`src/design/apac_pkg.sv`:
```
`timescale 1ns / 1ps
package apac_pkg;

	localparam int NUM_CHANNELS = 4;
	localparam int CH_W = (NUM_CHANNELS > 1) ? $clog2(NUM_CHANNELS) : 1;

	localparam logic [3:0] REQ_TICK      = 4'd0;
	localparam logic [3:0] REQ_ZERO_X    = 4'd1;
	localparam logic [3:0] REQ_MS_STEP   = 4'd2;
	localparam logic [3:0] REQ_SET_PCT   = 4'd3;
	localparam logic [3:0] REQ_SET_DELAY = 4'd4;
	localparam logic [3:0] REQ_ENABLE    = 4'd5;
	localparam logic [3:0] REQ_ATT_GATE  = 4'd6;
	localparam logic [3:0] REQ_ATT_RELAY = 4'd7;
	localparam logic [3:0] REQ_DETACH    = 4'd8;
	localparam logic [3:0] REQ_ALL_OFF   = 4'd9;

	localparam logic [2:0] CFG_HALF_CYCLE = 3'd0;
	localparam logic [2:0] CFG_MIN_DELAY  = 3'd1;
	localparam logic [2:0] CFG_MAX_DELAY  = 3'd2;
	localparam logic [2:0] CFG_PULSE      = 3'd3;
	localparam logic [2:0] CFG_THRESHOLD  = 3'd4;
	localparam logic [2:0] CFG_BREAK_MAKE = 3'd5;
	localparam logic [2:0] CFG_MIN_ON     = 3'd6;
	localparam logic [2:0] CFG_MIN_OFF    = 3'd7;

	localparam int F_ATT  = 0;
	localparam int F_EN   = 1;
	localparam int F_PACT = 2;
	localparam int F_PGEN = 3;
	localparam int F_RATT = 4;
	localparam int F_RACT = 5;

	localparam logic [1:0] PH_PHASE    = 2'd0;
	localparam logic [1:0] PH_WAIT_ON  = 2'd1;
	localparam logic [1:0] PH_HOLD     = 2'd2;
	localparam logic [1:0] PH_WAIT_OFF = 2'd3;

	localparam logic [6:0] PCT_FULL = 7'd100;
	localparam logic [15:0] RST_MAX_DELAY = 16'd9000;

	typedef struct packed {
		logic [3:0]  req_type;
		logic [2:0]  chan;
		logic [15:0] advance_us;
		logic        detector_alive;
		logic        detector_lost;
		logic [7:0]  pct_value;
		logic [15:0] delay_value;
		logic        enable_value;
	} req_word_t;

	typedef struct packed {
		logic [3:0] gate_bits;
		logic [3:0] relay_bits;
		logic       fault_status;
		logic       cmd_error;
		logic [6:0] read_pct;
		logic       read_enabled;
		logic       in_bypass;
		logic       any_pulsing;
	} rsp_word_t;

	typedef struct packed {
		logic [15:0] half_cycle_len_us;
		logic [15:0] min_fire_delay_us;
		logic [15:0] max_fire_delay_us;
		logic [15:0] pulse_width_us;
		logic [6:0]  bypass_threshold_pct;
		logic [15:0] break_make_ms;
		logic [15:0] relay_hold_ms;
		logic [15:0] relay_rest_ms;
	} cfg_t;

	typedef struct packed {
		logic [6:0]  pct;
		logic [15:0] delay;
		logic [5:0]  flags;
		logic [1:0]  phase;
		logic [31:0] on_stamp;
		logic [31:0] off_stamp;
	} chan_rec_t;

	localparam int REC_W = $bits(chan_rec_t);

	typedef struct packed {
		logic [3:0]  req_type;
		logic        sel;
		logic        alive;
		logic        lost;
		logic        ev;
		logic        win_act;
		logic        win_end;
		logic [15:0] total;
		logic [31:0] now;
		logic [6:0]  pct_new;
		logic [15:0] delay_new;
	} chan_ctx_t;

endpackage

```
`src/design/apac_ram.sv`:
```
`timescale 1ns / 1ps
module apac_ram #(
	parameter int WIDTH = 8,
	parameter int DEPTH = 4
) (
	input  logic                                       clk,
	input  logic                                       we,
	input  logic [((DEPTH > 1) ? $clog2(DEPTH) : 1)-1:0] waddr,
	input  logic [WIDTH-1:0]                           wdata,
	input  logic [((DEPTH > 1) ? $clog2(DEPTH) : 1)-1:0] raddr,
	output logic [WIDTH-1:0]                           rdata
);
	logic [WIDTH-1:0] mem [DEPTH];

	always_ff @(posedge clk) begin
		if (we) begin
			mem[waddr] <= wdata;
		end
		rdata <= mem[raddr];
	end
endmodule

```
`src/design/apac_div.sv`:
```
`timescale 1ns / 1ps
module apac_div (
	input  logic        clk,
	input  logic        arst_n,
	input  logic        start,
	input  logic [22:0] num,
	input  logic [15:0] den,
	output logic        busy,
	output logic [22:0] quot
);
	logic [22:0] num_q;
	logic [15:0] rem_q;
	logic [15:0] den_q;
	logic [4:0]  cnt_q;
	logic        busy_q;
	logic [16:0] sh;
	logic        fit;

	assign sh = {rem_q, num_q[22]};
	assign fit = sh >= {1'b0, den_q};

	always_ff @(posedge clk or negedge arst_n) begin
		if (!arst_n) begin
			busy_q <= 1'b0;
			cnt_q <= '0;
		end else if (start) begin
			busy_q <= 1'b1;
			cnt_q <= 5'd22;
		end else if (busy_q) begin
			cnt_q <= cnt_q - 5'd1;
			if (cnt_q == 5'd0) begin
				busy_q <= 1'b0;
			end
		end
	end

	always_ff @(posedge clk) begin
		if (start) begin
			num_q <= num;
			den_q <= den;
			rem_q <= '0;
		end else if (busy_q) begin
			rem_q <= fit ? 16'(sh - {1'b0, den_q}) : sh[15:0];
			num_q <= {num_q[21:0], fit};
		end
	end

	assign busy = busy_q;
	assign quot = num_q;
endmodule

```
`src/design/apac_chan_alu.sv`:
```
`timescale 1ns / 1ps
module apac_chan_alu (
	input  apac_pkg::cfg_t      cfg,
	input  apac_pkg::chan_ctx_t ctx,
	input  apac_pkg::chan_rec_t rec_i,
	output apac_pkg::chan_rec_t rec_o
);
	import apac_pkg::*;

	chan_rec_t r;
	logic [31:0] d_on;
	logic [31:0] d_off;
	logic want;
	logic on_ok;
	logic off_ok;
	logic bm_on;
	logic bm_off;

	assign d_on = ctx.now - rec_i.on_stamp;
	assign d_off = ctx.now - rec_i.off_stamp;
	assign want = rec_i.pct >= cfg.bypass_threshold_pct;
	assign on_ok = d_on >= {16'd0, cfg.relay_hold_ms};
	assign off_ok = d_off >= {16'd0, cfg.relay_rest_ms};
	assign bm_on = d_on >= {16'd0, cfg.break_make_ms};
	assign bm_off = d_off >= {16'd0, cfg.break_make_ms};

	always_comb begin
		r = rec_i;
		case (ctx.req_type)
			REQ_TICK: begin
				if (ctx.win_act) begin
					if (ctx.win_end) begin
						r.flags[F_PACT] = 1'b0;
						r.flags[F_PGEN] = 1'b0;
					end else if (!r.flags[F_ATT] || !r.flags[F_EN] || r.pct == 7'd0) begin
						r.flags[F_PACT] = 1'b0;
					end else if (r.phase != PH_PHASE) begin
						r.flags[F_PACT] = 1'b0;
						r.flags[F_PGEN] = 1'b1;
					end else begin
						if (!r.flags[F_PGEN] && ctx.total >= r.delay) begin
							r.flags[F_PGEN] = 1'b1;
							r.flags[F_PACT] = 1'b1;
						end
						if (r.flags[F_PACT] && (ctx.total < r.delay ||
								16'(ctx.total - r.delay) >= cfg.pulse_width_us)) begin
							r.flags[F_PACT] = 1'b0;
						end
					end
				end
			end
			REQ_ZERO_X: begin
				if (ctx.alive) begin
					r.flags[F_PACT] = 1'b0;
					r.flags[F_PGEN] = 1'b0;
				end
			end
			REQ_MS_STEP: begin
				if (ctx.lost) begin
					r.flags[F_PACT] = 1'b0;
					r.flags[F_PGEN] = 1'b0;
					r.flags[F_RACT] = 1'b0;
					r.phase = PH_PHASE;
				end else if (r.flags[F_ATT]) begin
					if (!r.flags[F_RATT]) begin
						r.flags[F_RACT] = 1'b0;
						r.phase = PH_PHASE;
					end else if (!r.flags[F_EN]) begin
						if (r.phase == PH_HOLD) begin
							if (on_ok) begin
								r.flags[F_RACT] = 1'b0;
								r.phase = PH_WAIT_OFF;
								r.off_stamp = ctx.now;
							end
						end else if (r.phase == PH_WAIT_OFF) begin
							if (bm_off) begin
								r.flags[F_RACT] = 1'b0;
								r.phase = PH_PHASE;
							end
						end else begin
							r.flags[F_RACT] = 1'b0;
							r.phase = PH_PHASE;
						end
					end else begin
						case (r.phase)
							PH_PHASE: begin
								if (want && off_ok) begin
									r.phase = PH_WAIT_ON;
									r.on_stamp = ctx.now;
								end
							end
							PH_WAIT_ON: begin
								if (bm_on) begin
									r.phase = PH_HOLD;
									r.flags[F_RACT] = 1'b1;
									r.on_stamp = ctx.now;
								end else if (!want) begin
									r.phase = PH_PHASE;
									r.flags[F_RACT] = 1'b0;
								end
							end
							PH_HOLD: begin
								if (!want && on_ok) begin
									r.flags[F_RACT] = 1'b0;
									r.phase = PH_WAIT_OFF;
									r.off_stamp = ctx.now;
								end
							end
							default: begin
								if (bm_off) begin
									r.phase = PH_PHASE;
									r.flags[F_RACT] = 1'b0;
								end
							end
						endcase
					end
				end
			end
			REQ_SET_PCT: begin
				if (ctx.sel) begin
					r.pct = ctx.pct_new;
					r.delay = ctx.delay_new;
					r.flags[F_PACT] = 1'b0;
					r.flags[F_EN] = ctx.pct_new != 7'd0;
					r.flags[F_PGEN] = ctx.pct_new != 7'd0;
				end
			end
			REQ_SET_DELAY: begin
				if (ctx.sel) begin
					r.pct = ctx.pct_new;
					r.delay = ctx.delay_new;
					r.flags[F_EN] = 1'b1;
					r.flags[F_PACT] = 1'b0;
					r.flags[F_PGEN] = 1'b1;
				end
			end
			REQ_ENABLE: begin
				if (ctx.sel) begin
					r.flags[F_EN] = ctx.ev;
					r.flags[F_PACT] = 1'b0;
					r.flags[F_PGEN] = ctx.ev;
				end
			end
			REQ_ATT_GATE: begin
				if (ctx.sel) begin
					r.delay = cfg.max_fire_delay_us;
					r.pct = 7'd0;
					r.flags[F_EN] = 1'b0;
					r.flags[F_PACT] = 1'b0;
					r.flags[F_PGEN] = 1'b0;
					r.flags[F_ATT] = 1'b1;
				end
			end
			REQ_ATT_RELAY: begin
				if (ctx.sel) begin
					r.flags[F_RACT] = 1'b0;
					r.flags[F_RATT] = 1'b1;
					r.phase = PH_PHASE;
					r.on_stamp = '0;
					r.off_stamp = '0;
				end
			end
			REQ_DETACH: begin
				if (ctx.sel) begin
					r.flags = '0;
					r.phase = PH_PHASE;
					r.delay = cfg.max_fire_delay_us;
					r.pct = 7'd0;
				end
			end
			REQ_ALL_OFF: begin
				if (r.flags[F_ATT]) begin
					r.flags[F_EN] = 1'b0;
					r.flags[F_PACT] = 1'b0;
					r.flags[F_PGEN] = 1'b0;
					r.flags[F_RACT] = 1'b0;
					r.phase = PH_PHASE;
				end
			end
			default: begin
			end
		endcase
	end

	assign rec_o = r;
endmodule

```
`src/design/ac_phase_angle_controller_unit.sv`:
```
`timescale 1ns / 1ps
// Phase-angle controller with relay bypass, NUM_CHANNELS channels.
// cfg channel: cfg_valid/cfg_ready with cfg_index and cfg_data; always ready.
//   Write only while the block is idle.
// req channel: one word per item (tick, zero-cross, ms step, channel command,
//   all-off); taken when req_valid is high and req_stall is low.
// rsp channel: exactly one word per item, held while rsp_stall is high.
// Each item walks the per-channel record memory, one read and one write-back
// per channel (states RD then WR). The states run IDLE (item taken), PREP,
// DIVW, CALC, an RD/WR pair per channel, then FIN, which writes the word.
// The next item can be taken only after FIN returns to IDLE. set_delay with
// a delay strictly inside the limits waits in DIVW for the bit-serial divider.
// req_stall is high while an item is in work. A finished word waits in the
// output register; the next item is taken meanwhile and only its FIN state
// waits for the register to empty.
// After reset every channel reads as detached at zero percent, config holds
// its reset values, and no word is pending.
module ac_phase_angle_controller_unit (
	input  logic                clk,
	input  logic                arst_n,
	input  logic                cfg_valid,
	output logic                cfg_ready,
	input  logic [2:0]          cfg_index,
	input  logic [15:0]         cfg_data,
	input  logic                req_valid,
	output logic                req_stall,
	input  apac_pkg::req_word_t req,
	output logic                rsp_valid,
	input  logic                rsp_stall,
	output apac_pkg::rsp_word_t rsp
);
	import apac_pkg::*;

	localparam logic [2:0] ST_IDLE = 3'd0;
	localparam logic [2:0] ST_PREP = 3'd1;
	localparam logic [2:0] ST_DIVW = 3'd2;
	localparam logic [2:0] ST_CALC = 3'd3;
	localparam logic [2:0] ST_RD   = 3'd4;
	localparam logic [2:0] ST_WR   = 3'd5;
	localparam logic [2:0] ST_FIN  = 3'd6;

	// ceil(2^30 / 100), exact for numerators below 2^23
	localparam logic [23:0] RECIP_100 = 24'd10737419;

	logic [2:0] state_q;
	cfg_t cfg_q;
	req_word_t item_q;
	rsp_word_t rsp_q;
	logic rsp_valid_q;

	logic [15:0] elapsed_q;
	logic        open_q;
	logic        fault_q;
	logic [31:0] ms_q;
	logic [9:0]  rem_q;

	logic [CH_W-1:0] ch_q;
	logic [NUM_CHANNELS-1:0] vld_q;
	logic rd_vld_q;
	logic [7:0] qest_q;
	logic [22:0] num3_q;
	logic [15:0] q3_q;
	logic [6:0] pct_new_q;
	logic [15:0] delay_new_q;
	logic [3:0] gate_q;
	logic [3:0] relay_q;
	logic anyp_q;
	logic [6:0] rp_q;
	logic re_q;
	logic rb_q;

	logic chan_ok;
	logic inv;
	logic [6:0] p_cl;
	logic [15:0] cd;
	logic [15:0] span;
	logic [16:0] total;
	logic win_act;
	logic win_end;
	logic [16:0] acc;
	logic [29:0] qprod;
	logic [46:0] q3_prod;
	logic [16:0] rr;
	logic fix;
	logic div_start;
	logic [22:0] div_num;
	logic [15:0] div_den;
	logic div_busy;
	logic [22:0] div_quot;
	logic need_div;
	logic [6:0] pct_calc;
	logic [15:0] delay_calc;
	logic is_t3;
	logic is_t4;

	chan_rec_t ram_rdata;
	chan_rec_t rec_cur;
	chan_rec_t rec_new;
	chan_ctx_t ctx;
	logic match;
	logic fault_nxt;
	logic is_cmd;

	assign cfg_ready = 1'b1;

	always_ff @(posedge clk or negedge arst_n) begin
		if (!arst_n) begin
			cfg_q.half_cycle_len_us <= 16'd10000;
			cfg_q.min_fire_delay_us <= 16'd500;
			cfg_q.max_fire_delay_us <= RST_MAX_DELAY;
			cfg_q.pulse_width_us <= 16'd100;
			cfg_q.bypass_threshold_pct <= 7'd95;
			cfg_q.break_make_ms <= 16'd20;
			cfg_q.relay_hold_ms <= 16'd1000;
			cfg_q.relay_rest_ms <= 16'd1000;
		end else if (cfg_valid) begin
			case (cfg_index)
				CFG_HALF_CYCLE: cfg_q.half_cycle_len_us <= cfg_data;
				CFG_MIN_DELAY:  cfg_q.min_fire_delay_us <= cfg_data;
				CFG_MAX_DELAY:  cfg_q.max_fire_delay_us <= cfg_data;
				CFG_PULSE:      cfg_q.pulse_width_us <= cfg_data;
				CFG_THRESHOLD:  cfg_q.bypass_threshold_pct <= cfg_data[6:0];
				CFG_BREAK_MAKE: cfg_q.break_make_ms <= cfg_data;
				CFG_MIN_ON:     cfg_q.relay_hold_ms <= cfg_data;
				CFG_MIN_OFF:    cfg_q.relay_rest_ms <= cfg_data;
				default: begin
				end
			endcase
		end
	end

	assign chan_ok = {1'b0, item_q.chan} < 4'(NUM_CHANNELS);
	assign inv = cfg_q.max_fire_delay_us <= cfg_q.min_fire_delay_us;
	assign span = cfg_q.max_fire_delay_us - cfg_q.min_fire_delay_us;
	assign p_cl = (item_q.pct_value > 8'd100) ? PCT_FULL : item_q.pct_value[6:0];
	assign cd = (item_q.delay_value < cfg_q.min_fire_delay_us) ? cfg_q.min_fire_delay_us :
		((item_q.delay_value > cfg_q.max_fire_delay_us) ? cfg_q.max_fire_delay_us :
		item_q.delay_value);
	assign is_t3 = item_q.req_type == REQ_SET_PCT;
	assign is_t4 = item_q.req_type == REQ_SET_DELAY;
	assign total = {1'b0, elapsed_q} + {1'b0, item_q.advance_us};
	assign win_act = open_q && item_q.advance_us != 16'd0;
	assign win_end = total >= {1'b0, cfg_q.half_cycle_len_us};
	assign acc = {7'd0, rem_q} + {1'b0, item_q.advance_us};
	assign qprod = 30'(acc) * 30'd4194;
	assign rr = acc - 17'(qest_q * 17'd1000);
	assign fix = rr >= 17'd1000;
	assign q3_prod = 47'(num3_q) * 47'(RECIP_100);

	assign need_div = chan_ok && !inv && is_t4 &&
		cd > cfg_q.min_fire_delay_us && cd < cfg_q.max_fire_delay_us;
	assign div_start = (state_q == ST_PREP) && need_div;
	assign div_num = 23'(cd - cfg_q.min_fire_delay_us) * 23'(PCT_FULL);
	assign div_den = span;

	apac_div u_div (
		.clk   (clk),
		.arst_n(arst_n),
		.start (div_start),
		.num   (div_num),
		.den   (div_den),
		.busy  (div_busy),
		.quot  (div_quot)
	);

	always_comb begin
		if (is_t3) begin
			pct_calc = p_cl;
			if (inv) begin
				delay_calc = 16'd0;
			end else if (p_cl == PCT_FULL) begin
				delay_calc = cfg_q.min_fire_delay_us;
			end else if (p_cl == 7'd0) begin
				delay_calc = cfg_q.max_fire_delay_us;
			end else begin
				delay_calc = cfg_q.min_fire_delay_us + q3_q;
			end
		end else begin
			delay_calc = cd;
			if (inv || cd <= cfg_q.min_fire_delay_us) begin
				pct_calc = PCT_FULL;
			end else if (cd >= cfg_q.max_fire_delay_us) begin
				pct_calc = 7'd0;
			end else begin
				pct_calc = PCT_FULL - div_quot[6:0];
			end
		end
	end

	assign match = chan_ok && (item_q.chan == 3'(ch_q));
	assign is_cmd = item_q.req_type >= REQ_SET_PCT && item_q.req_type <= REQ_DETACH;

	assign ctx.req_type = item_q.req_type;
	assign ctx.sel = match;
	assign ctx.alive = item_q.detector_alive;
	assign ctx.lost = item_q.detector_lost;
	assign ctx.ev = item_q.enable_value;
	assign ctx.win_act = win_act;
	assign ctx.win_end = win_end;
	assign ctx.total = total[15:0];
	assign ctx.now = ms_q;
	assign ctx.pct_new = pct_new_q;
	assign ctx.delay_new = delay_new_q;

	apac_ram #(
		.WIDTH(REC_W),
		.DEPTH(NUM_CHANNELS)
	) u_ram (
		.clk  (clk),
		.we   (state_q == ST_WR),
		.waddr(ch_q),
		.wdata(rec_new),
		.raddr(ch_q),
		.rdata(ram_rdata)
	);

	always_comb begin
		rec_cur = ram_rdata;
		if (!rd_vld_q) begin
			rec_cur = '0;
			rec_cur.delay = RST_MAX_DELAY;
		end
	end

	apac_chan_alu u_alu (
		.cfg  (cfg_q),
		.ctx  (ctx),
		.rec_i(rec_cur),
		.rec_o(rec_new)
	);

	always_comb begin
		fault_nxt = fault_q;
		if (item_q.req_type == REQ_ZERO_X && item_q.detector_alive) begin
			fault_nxt = 1'b0;
		end else if (item_q.req_type == REQ_MS_STEP && item_q.detector_lost) begin
			fault_nxt = 1'b1;
		end
	end

	always_ff @(posedge clk or negedge arst_n) begin
		if (!arst_n) begin
			state_q <= ST_IDLE;
			rsp_valid_q <= 1'b0;
			vld_q <= '0;
			elapsed_q <= '0;
			open_q <= 1'b0;
			fault_q <= 1'b0;
			ms_q <= '0;
			rem_q <= '0;
			ch_q <= '0;
		end else begin
			if (rsp_valid_q && !rsp_stall && state_q != ST_FIN) begin
				rsp_valid_q <= 1'b0;
			end
			case (state_q)
				ST_IDLE: begin
					if (req_valid) begin
						state_q <= ST_PREP;
					end
				end
				ST_PREP: state_q <= ST_DIVW;
				ST_DIVW: begin
					if (!div_busy) begin
						state_q <= ST_CALC;
					end
				end
				ST_CALC: begin
					ch_q <= '0;
					state_q <= ST_RD;
				end
				ST_RD: state_q <= ST_WR;
				ST_WR: begin
					vld_q[ch_q] <= 1'b1;
					if (ch_q == CH_W'(NUM_CHANNELS - 1)) begin
						state_q <= ST_FIN;
					end else begin
						ch_q <= ch_q + 1'b1;
						state_q <= ST_RD;
					end
				end
				ST_FIN: begin
					if (!rsp_valid_q || !rsp_stall) begin
						rsp_valid_q <= 1'b1;
						state_q <= ST_IDLE;
						fault_q <= fault_nxt;
						case (item_q.req_type)
							REQ_TICK: begin
								if (win_act) begin
									if (win_end) begin
										elapsed_q <= '0;
										open_q <= 1'b0;
									end else begin
										elapsed_q <= total[15:0];
									end
								end
								ms_q <= ms_q + 32'(qest_q) + 32'(fix);
								rem_q <= fix ? 10'(rr - 17'd1000) : rr[9:0];
							end
							REQ_ZERO_X: begin
								if (item_q.detector_alive) begin
									elapsed_q <= '0;
									open_q <= 1'b1;
								end
							end
							REQ_MS_STEP: begin
								if (item_q.detector_lost) begin
									elapsed_q <= '0;
									open_q <= 1'b0;
								end
							end
							REQ_ALL_OFF: begin
								elapsed_q <= '0;
								open_q <= 1'b0;
							end
							default: begin
							end
						endcase
					end
				end
				default: state_q <= ST_IDLE;
			endcase
		end
	end

	always_ff @(posedge clk) begin
		case (state_q)
			ST_IDLE: begin
				if (req_valid) begin
					item_q <= req;
				end
			end
			ST_PREP: begin
				qest_q <= qprod[29:22];
				num3_q <= 23'(span) * 23'(PCT_FULL - p_cl);
			end
			ST_DIVW: q3_q <= q3_prod[45:30];
			ST_CALC: begin
				pct_new_q <= pct_calc;
				delay_new_q <= delay_calc;
				gate_q <= '0;
				relay_q <= '0;
				anyp_q <= 1'b0;
				rp_q <= '0;
				re_q <= 1'b0;
				rb_q <= 1'b0;
			end
			ST_RD: rd_vld_q <= vld_q[ch_q];
			ST_WR: begin
				if (rec_new.flags[F_PACT]) begin
					anyp_q <= 1'b1;
				end
				for (int i = 0; i < 4; i++) begin
					if (3'(ch_q) == 3'(i) && rec_new.flags[F_ATT] && rec_new.flags[F_EN]) begin
						if (rec_new.flags[F_PACT] && rec_new.phase == PH_PHASE) begin
							gate_q[i] <= 1'b1;
						end
						if (rec_new.flags[F_RATT] && rec_new.flags[F_RACT]) begin
							relay_q[i] <= 1'b1;
						end
					end
				end
				if (match) begin
					rp_q <= rec_new.pct;
					re_q <= rec_new.flags[F_EN];
					rb_q <= rec_new.phase == PH_HOLD;
				end
			end
			ST_FIN: begin
				if (!rsp_valid_q || !rsp_stall) begin
					rsp_q.gate_bits <= gate_q;
					rsp_q.relay_bits <= relay_q;
					rsp_q.fault_status <= fault_nxt;
					rsp_q.cmd_error <= is_cmd && !chan_ok;
					rsp_q.read_pct <= rp_q;
					rsp_q.read_enabled <= re_q;
					rsp_q.in_bypass <= rb_q;
					rsp_q.any_pulsing <= anyp_q;
				end
			end
			default: begin
			end
		endcase
	end

	assign req_stall = state_q != ST_IDLE;
	assign rsp_valid = rsp_valid_q;
	assign rsp = rsp_q;
endmodule

```
`config.mk`:
```
export PLATFORM = sky130hd
export DESIGN_NAME = ac_phase_angle_controller_unit
export DESIGN_NICKNAME = d
export VERILOG_FILES = /design/src/design/apac_pkg.sv /design/src/design/apac_ram.sv /design/src/design/apac_div.sv /design/src/design/apac_chan_alu.sv /design/src/design/ac_phase_angle_controller_unit.sv
export SDC_FILE = /design/constraint.sdc
export NUM_CORES = 2
export LEC_CHECK = 0
export BUFFER_PORTS_ARGS = -buffer_cell sky130_fd_sc_hd__buf_2
export CAP_MARGIN = 25
export CORE_MARGIN = 2
export CORE_UTILIZATION = 30
export CTS_CLUSTER_SIZE = 28
export DETAILED_ROUTE_END_ITERATION = 16
export SYNTH_ARGS = -nofsm -noshare
export SYNTH_HDL_FRONTEND = slang
export SYNTH_SLANG_ARGS = --single-unit
```
`constraint.sdc`:
```
create_clock -name clk -period 11 [get_ports clk]
set_input_delay 1.65 -clock clk [delete_from_list [all_inputs] [get_ports clk]]
set_output_delay 1.65 -clock clk [all_outputs]
set_load 0.02 [all_outputs]
```
After elaboration in Yosys (flattened, before gate mapping)
Memory sizes are Yosys's and may differ from the RTL's. A register that Yosys moved wholly into a read port is not among the register bits.
Index checks and enable logic that the tools add are counted.
- bitwise gates (word level): 1
- $add $sub $neg: 17
- equality and inequality tests: 48
- mux-type cells: 137
- magnitude comparators: 24
- multiply operators: 5
- reduce and logical (&&, ||, !) cells: 83
- operators by type and width (cell ; number):
    32-bit 2-to-1 mux ; 7
    16-bit 2-to-1 mux ; 11
    66-bit 2-to-1 mux ; 2
    32-bit by 16-bit >= comparator with 1-bit output ; 4
    64-bit 2-to-1 mux ; 2
    64-bit one-hot mux with 2 select lines ; 1
    95-bit 2-to-1 mux ; 1
    23-bit 2-to-1 mux ; 4
    23-bit one-hot mux with 3 select lines ; 1
    16-bit one-hot mux with 4 select lines ; 1
    32-bit one-hot mux with 2 select lines ; 1
    32-bit subtractor ; 2
    2-bit 2-to-1 mux ; 25
    16-bit >= comparator ; 3
    16-bit less-than comparator ; 3
    16-bit subtractor ; 3
    23-bit by 24-bit multiplier with 46-bit output (second input constant) ; 1
    1-bit 2-to-1 mux ; 44
    7-bit 2-to-1 mux ; 5
    17-bit by 16-bit >= comparator with 1-bit output ; 2
    34-bit 2-to-1 mux ; 1
    32-bit by 1-bit adder with 32-bit output ; 1
    32-bit by 8-bit adder with 32-bit output ; 1
    16-bit > comparator ; 2
    other kinds (73) ; 187
- memories kept: 1
- register bits after elaboration: 409
- input bits: 74
- logic and storage cells: 373
- output and inout bits: 23
- bits in writable memories: 380
- memories (name ; depth ; width ; rd ports ; clocked after memory_dff ; write ports ; line ; RTL):
    u_ram.mem ; 4 ; 95 ; 1 ; 1 ; 1 ; apac_ram.sv:13 ; logic [WIDTH-1:0] mem [DEPTH];

Depth between registers and ports, before layout
- word-level depth: 20
- depth in mapped cells: 42
- depth with buffers taken out: 42

By module
Synthesis repeated with hierarchy kept, for this count alone.
- cell total of the unflattened synthesis: 6074
- area total of the unflattened synthesis: 65914.5 um2
- by module, submodules not included (module ; area each (um2) ; instances ; cells an instance ; seq. area each (um2)):
    ac_phase_angle_controller_unit ; 37489.7 ; 1 ; 3742 ; 9552.9
    apac_ram ; 15685.0 ; 1 ; 596 ; 13312.8
    apac_chan_alu ; 9365.2 ; 1 ; 1424 ; 0.0
    apac_div ; 3374.5 ; 1 ; 312 ; 1641.6

Least setup slack after synthesis
No wires, ideal clock.
- path kind: register to register
- start: register cfg_q[88] (netlist bit)
- end: register u_div.num_q[22], in the netlist u_div.quot[22] (data pin)
- data arrival time: 7.474 ns
- period minus slack after synthesis: 7.742 ns
- setup time: 0.267 ns
- path slack: 3.258 ns
- stages on the path, launching flop included: 43
- data required time: 10.733 ns
- path buffers: 1
- cells stage by stage: dfrtp_1 > inv_1 > ha_1 > a21o_1 > a21o_1 > a21o_1 > a21o_1 > a21o_1 > a21o_1 > a21oi_1 > o31ai_1 > a21oi_1 > clkbuf_1 > nor2_1 > a21oi_1 > ha_1 > inv_1 > fa_1 > [... 7 more ...] > o21bai_1 > a21oi_1 > xnor2_1 > ha_1 > ha_1 > inv_1 > fa_1 > inv_1 > ha_1 > and3_1 > a21oi_1 > o21ai_0 > nor4_1 > o31ai_1 > a21o_1 > a21oi_1 > xnor2_1 > mux2i_1
- cells in the longest elaborated chain, start to end: 8
- elaborated cells on any way between the ends: 14
- those cells by class: 1 x add/sub; 1 x mul; 4 x order compare; 2 x mux; 6 x reduce/logical
- RTL lines (item ; line ; RTL):
    from (decl) ; ac_phase_angle_controller_unit.sv:46 ; cfg_t cfg_q;
    branches (longest 7 deep; another with 23-bit by 5-bit multiplier with 21-bit output) ; n/a ;
    23-bit 2-to-1 mux (*) ; apac_div.sv:38 ; if (start) begin
    to (signal assigned) ; apac_div.sv:39 ; num_q <= num;
    to (signal assigned) ; apac_div.sv:44 ; num_q <= {num_q[21:0], fit};
    to (decl) ; apac_div.sv:11 ; logic [22:0] num_q;
Mark *: on every way between the ends.
A chain may end at the register's enable or synchronous reset.

Worst setup path after layout
- start: register qest_q[0]
- end: register ms_q[31]
- cells in the longest elaborated chain, start to end: 4
- elaborated cells on any way between the ends: 5
- those cells by class: 3 x add/sub; 1 x mul; 1 x order compare
- RTL lines (item ; line ; RTL):
    from (decl) ; ac_phase_angle_controller_unit.sv:60 ; logic [7:0] qest_q;
    from (signal assigned) ; ac_phase_angle_controller_unit.sv:334 ; qest_q <= qprod[29:22];
    8-bit by 7-bit multiplier with 14-bit output ; ac_phase_angle_controller_unit.sv:146 ; assign rr = acc - 17'(qest_q * 17'd1000);
    17-bit subtractor ; ac_phase_angle_controller_unit.sv:146 ;
    17-bit by 10-bit >= comparator with 1-bit output ; ac_phase_angle_controller_unit.sv:147 ; assign fix = rr >= 17'd1000;
    32-bit by 1-bit adder with 32-bit output (*) ; ac_phase_angle_controller_unit.sv:297 ; ms_q <= ms_q + 32'(qest_q) + 32'(fix);
    to (signal assigned) ; ac_phase_angle_controller_unit.sv:297 ;
    to (decl) ; ac_phase_angle_controller_unit.sv:54 ; logic [31:0] ms_q;
Mark *: on every way between the ends. The rest lies on a longest branch, timed or not.

==> results.json <==
{
  "hold_violations": 0,
  "critical_path.max_fanout": 7,
  "overflow": 0,
  "postCtsSetupBuffers": 0,
  "finalSetupTns_ps": 0,
  "ys_dominant_reg_cell": "edfxtp_1",
  "layout_commonest_cell": "inv_1",
  "cp.arrival_ps": 9460,
  "synth_edf_count": 576,
  "clkLatencyLatePin_ps": 730,
  "port_buffers": 95,
  "synthDistinctLibCells": 104,
  "hold_end": "rsp[13]",
  "postPlaceCellArea_um2": 68900,
  "track_usage_pct": 15.8,
  "muxShareOfSynthArea_pct": 5.52,
  "hold_class": "register to register",
  "maxCapViolations": 0,
  "clk_pin_slew_worst_paths_ps": 70,
  "rsz0062_at_grt": "no",
  "root_buffer": "clkbuf_16",
  "clockBufferDepth": 3,
  "tightest_slew_ps": 1070,
  "max_freq_mhz": 113,
  "routedWlPerCell_um": 19.5,
  "core_um2": 215000,
  "first_pass_iters": 6,
  "start_kind": "register",
  "slew_violations": 0,
  "worstPathRequired_ps": 11600,
  "synth_seq_cells": 884,
  "synthSimpleGateAreaFrac_pct": 9.16,
  "mostFrequentLayoutCells": "inv_1 (844), ha_1 (804), edfxtp_1 (576), nand2_1 (443), fa_1 (349)",
  "drc": 0,
  "cp-end-kind": "register",
  "cts_tree": "built",
  "hold_buffers": 0,
  "nets": 7305,
  "die_x_um": 469,
  "worstHoldPathCells": 0,
  "timing.hold.ws_ps": 417,
  "finalInstanceArea_um2": 72100,
  "synth_area_leaders": "edfxtp_1 (27%), ha_1 (15%), fa_1 (11%)",
  "grt_pass1_vias": 46200,
  "ioPinCount": 97,
  "rows": 170,
  "ctsHtreeMaxLevel": 3,
  "async_flop_share_pct": 22.1,
  "ant_nets": 0,
  "synth.avg_cell_area_um2": 10.9,
  "regToRegSetupSlack_ps": 2140,
  "synth-seq-area-share_pct": 37.7,
  "relSlewSlack_pct": 27.8,
  "yosysWarnings": 0,
  "synthAdderAreaFrac_pct": 26.2,
  "cts_buffers": 92,
  "drive_gt1_share_pct": 9.68,
  "first_iter_violations": 3160,
  "path_common_cell": "a21oi_1",
  "die_h_um": 469,
  "cts_resized": 0,
  "yosysTopAreaCellShare_pct": 26.6,
  "netlist_instances": 5984,
  "clkSinkCount": 884,
  "syn-cell-area_um2": 65000,
  "grt_start_max_net_pins": 141,
  "antenna_found_initial": 22,
  "critPathSlowestCell": "nor4_1",
  "synth-xor-area-share_pct": 3.48,
  "post_drt_via_cell_ratio": 4.97,
  "status": "finished clean",
  "r2r_start": "qest_q[0]",
  "crit_type": "register to register",
  "routed_wl_mm": 175,
  "synth_top_family_by_area": "adder cells",
  "area_delta_synth_final_pct": 11.0,
  "hp-start": "relay_q[1]",
  "gp_congestion": 0.891,
  "synth_top_area_cell": "edfxtp_1",
  "dr_total_vias": 44700,
  "grt_pass1_wl_mm": 272,
  "finClkSkew_ps": 36.8,
  "start_util_pct": 30.2,
  "synth_compound_area_share_pct": 12.0,
  "fin_crit_sh_pct": 80.6,
  "r2r_cells": 33,
  "r2r_end": "ms_q[31]",
  "dieArea_um2": 220000,
  "post-route-min-period_ps": 8860,
  "setup_violations": 0,
  "critPathMaxStageDelay_ps": 700,
  "dp_hpwl_mm": 136
}
[synthesized netlist by cell type (37+ instances only)]
cell type and n:
dfstp_2 39, nor2_1 293, a22o_1 38, edfxtp_1 576, clkbuf_1 132, nor2b_1 59, a21o_1 123, a211oi_1 50
ha_1 804, fa_1 349, nand3_1 82, inv_1 844, o22ai_1 37, mux2i_1 57, xor2_1 86, xnor2_1 172
nand2b_1 54, o21a_1 47, dfrtp_1 156, mux2_2 76, nand2_1 443, mux4_2 96, and2_1 53, o21ai_0 290
nor3_1 66, nand4_1 51, o21bai_1 37, dfxtp_1 113, a21oi_1 289
[worst max-delay path: cells and delay by family (launching register included)]
family	cells	cell delay, ps
xor gates and xnor gates	3	460
DFF	1	550
buffers and inverters	2	90
AOI/OAI and AO/OA	14	2720
adders and majority gates	7	2870
and+or+nand+nor	7	2070
[sequential cells by signal (all words and copies together), names as in the netlist, 16 cells and up]
signal and flops:
cfg_q 119, rsp 20, u_div.quot 23, u_div.den_q 16, num3_q 23, elapsed_q 16, u_div.rem_q 16, u_ram.rdata 95
u_ram.mem 380, delay_new_q 16, q3_q 16, ms_q 32, item_q 43
[cell type report]
| type | count | area, um2 |
|---|---|---|
| Clock inverter | 52 | 634 |
| Tap cell | 2838 | 3550 |
| Antenna cell | 3 | 7.51 |
| Multi-Input combinational cell | 4105 | 36800 |
| Inverter | 845 | 3170 |
| Clock buffer | 119 | 2500 |
| Sequential cell | 884 | 24500 |
| Fill cell | 21500 | 143000 |
| Timing Repair Buffer | 150 | 968 |
[cell families after synthesis]
kind of cell,Yosys count
buffers and inverters,1010
AOI/OAI and AO/OA,1193
muxes,229
DFF,884
xor gates and xnor gates,258
and+or+nand+nor,1255
other,2
adders and majority gates,1153
[metrics by stage]
stage / setup WS [ps] / cells / util [%]
after global routing: 1360 / 8995 / 33.6
final: 2140 / 8996 / 33.6
after global placement: 2030 / 8813 / 32.1
after floorplan: 3260 / 5999 / -
after detailed placement: 2050 / 8818 / 32.1
after CTS: 2010 / 8989 / 33.5
[routing by layer]
layer | global-route usage, % | vias to the layer above | part of all wire, %
li1 | - | 21200 | -
met4 | 4.45 | 2 | 2.9
met1 | 20.6 | 22200 | 44
met2 | 27.4 | 1006 | 49
met5 | 0 | - | 0.0057
met3 | 1.91 | 250 | 4.5
[worst max-delay path by stage]
stage	start	slack (ps)	end
floorplan	cfg_q[88]	3260	u_div.quot[22]
global placement	qest_q[0]	2030	ms_q[31]
CTS	qest_q[0]	2010	ms_q[31]
finish	qest_q[0]	2140	ms_q[31]
global route	qest_q[0]	1360	ms_q[31]
detailed placement	qest_q[0]	2050	ms_q[31]
Power is not shown: default switching activity piles up to over one toggle a cycle in this logic, so the estimate is an artifact.
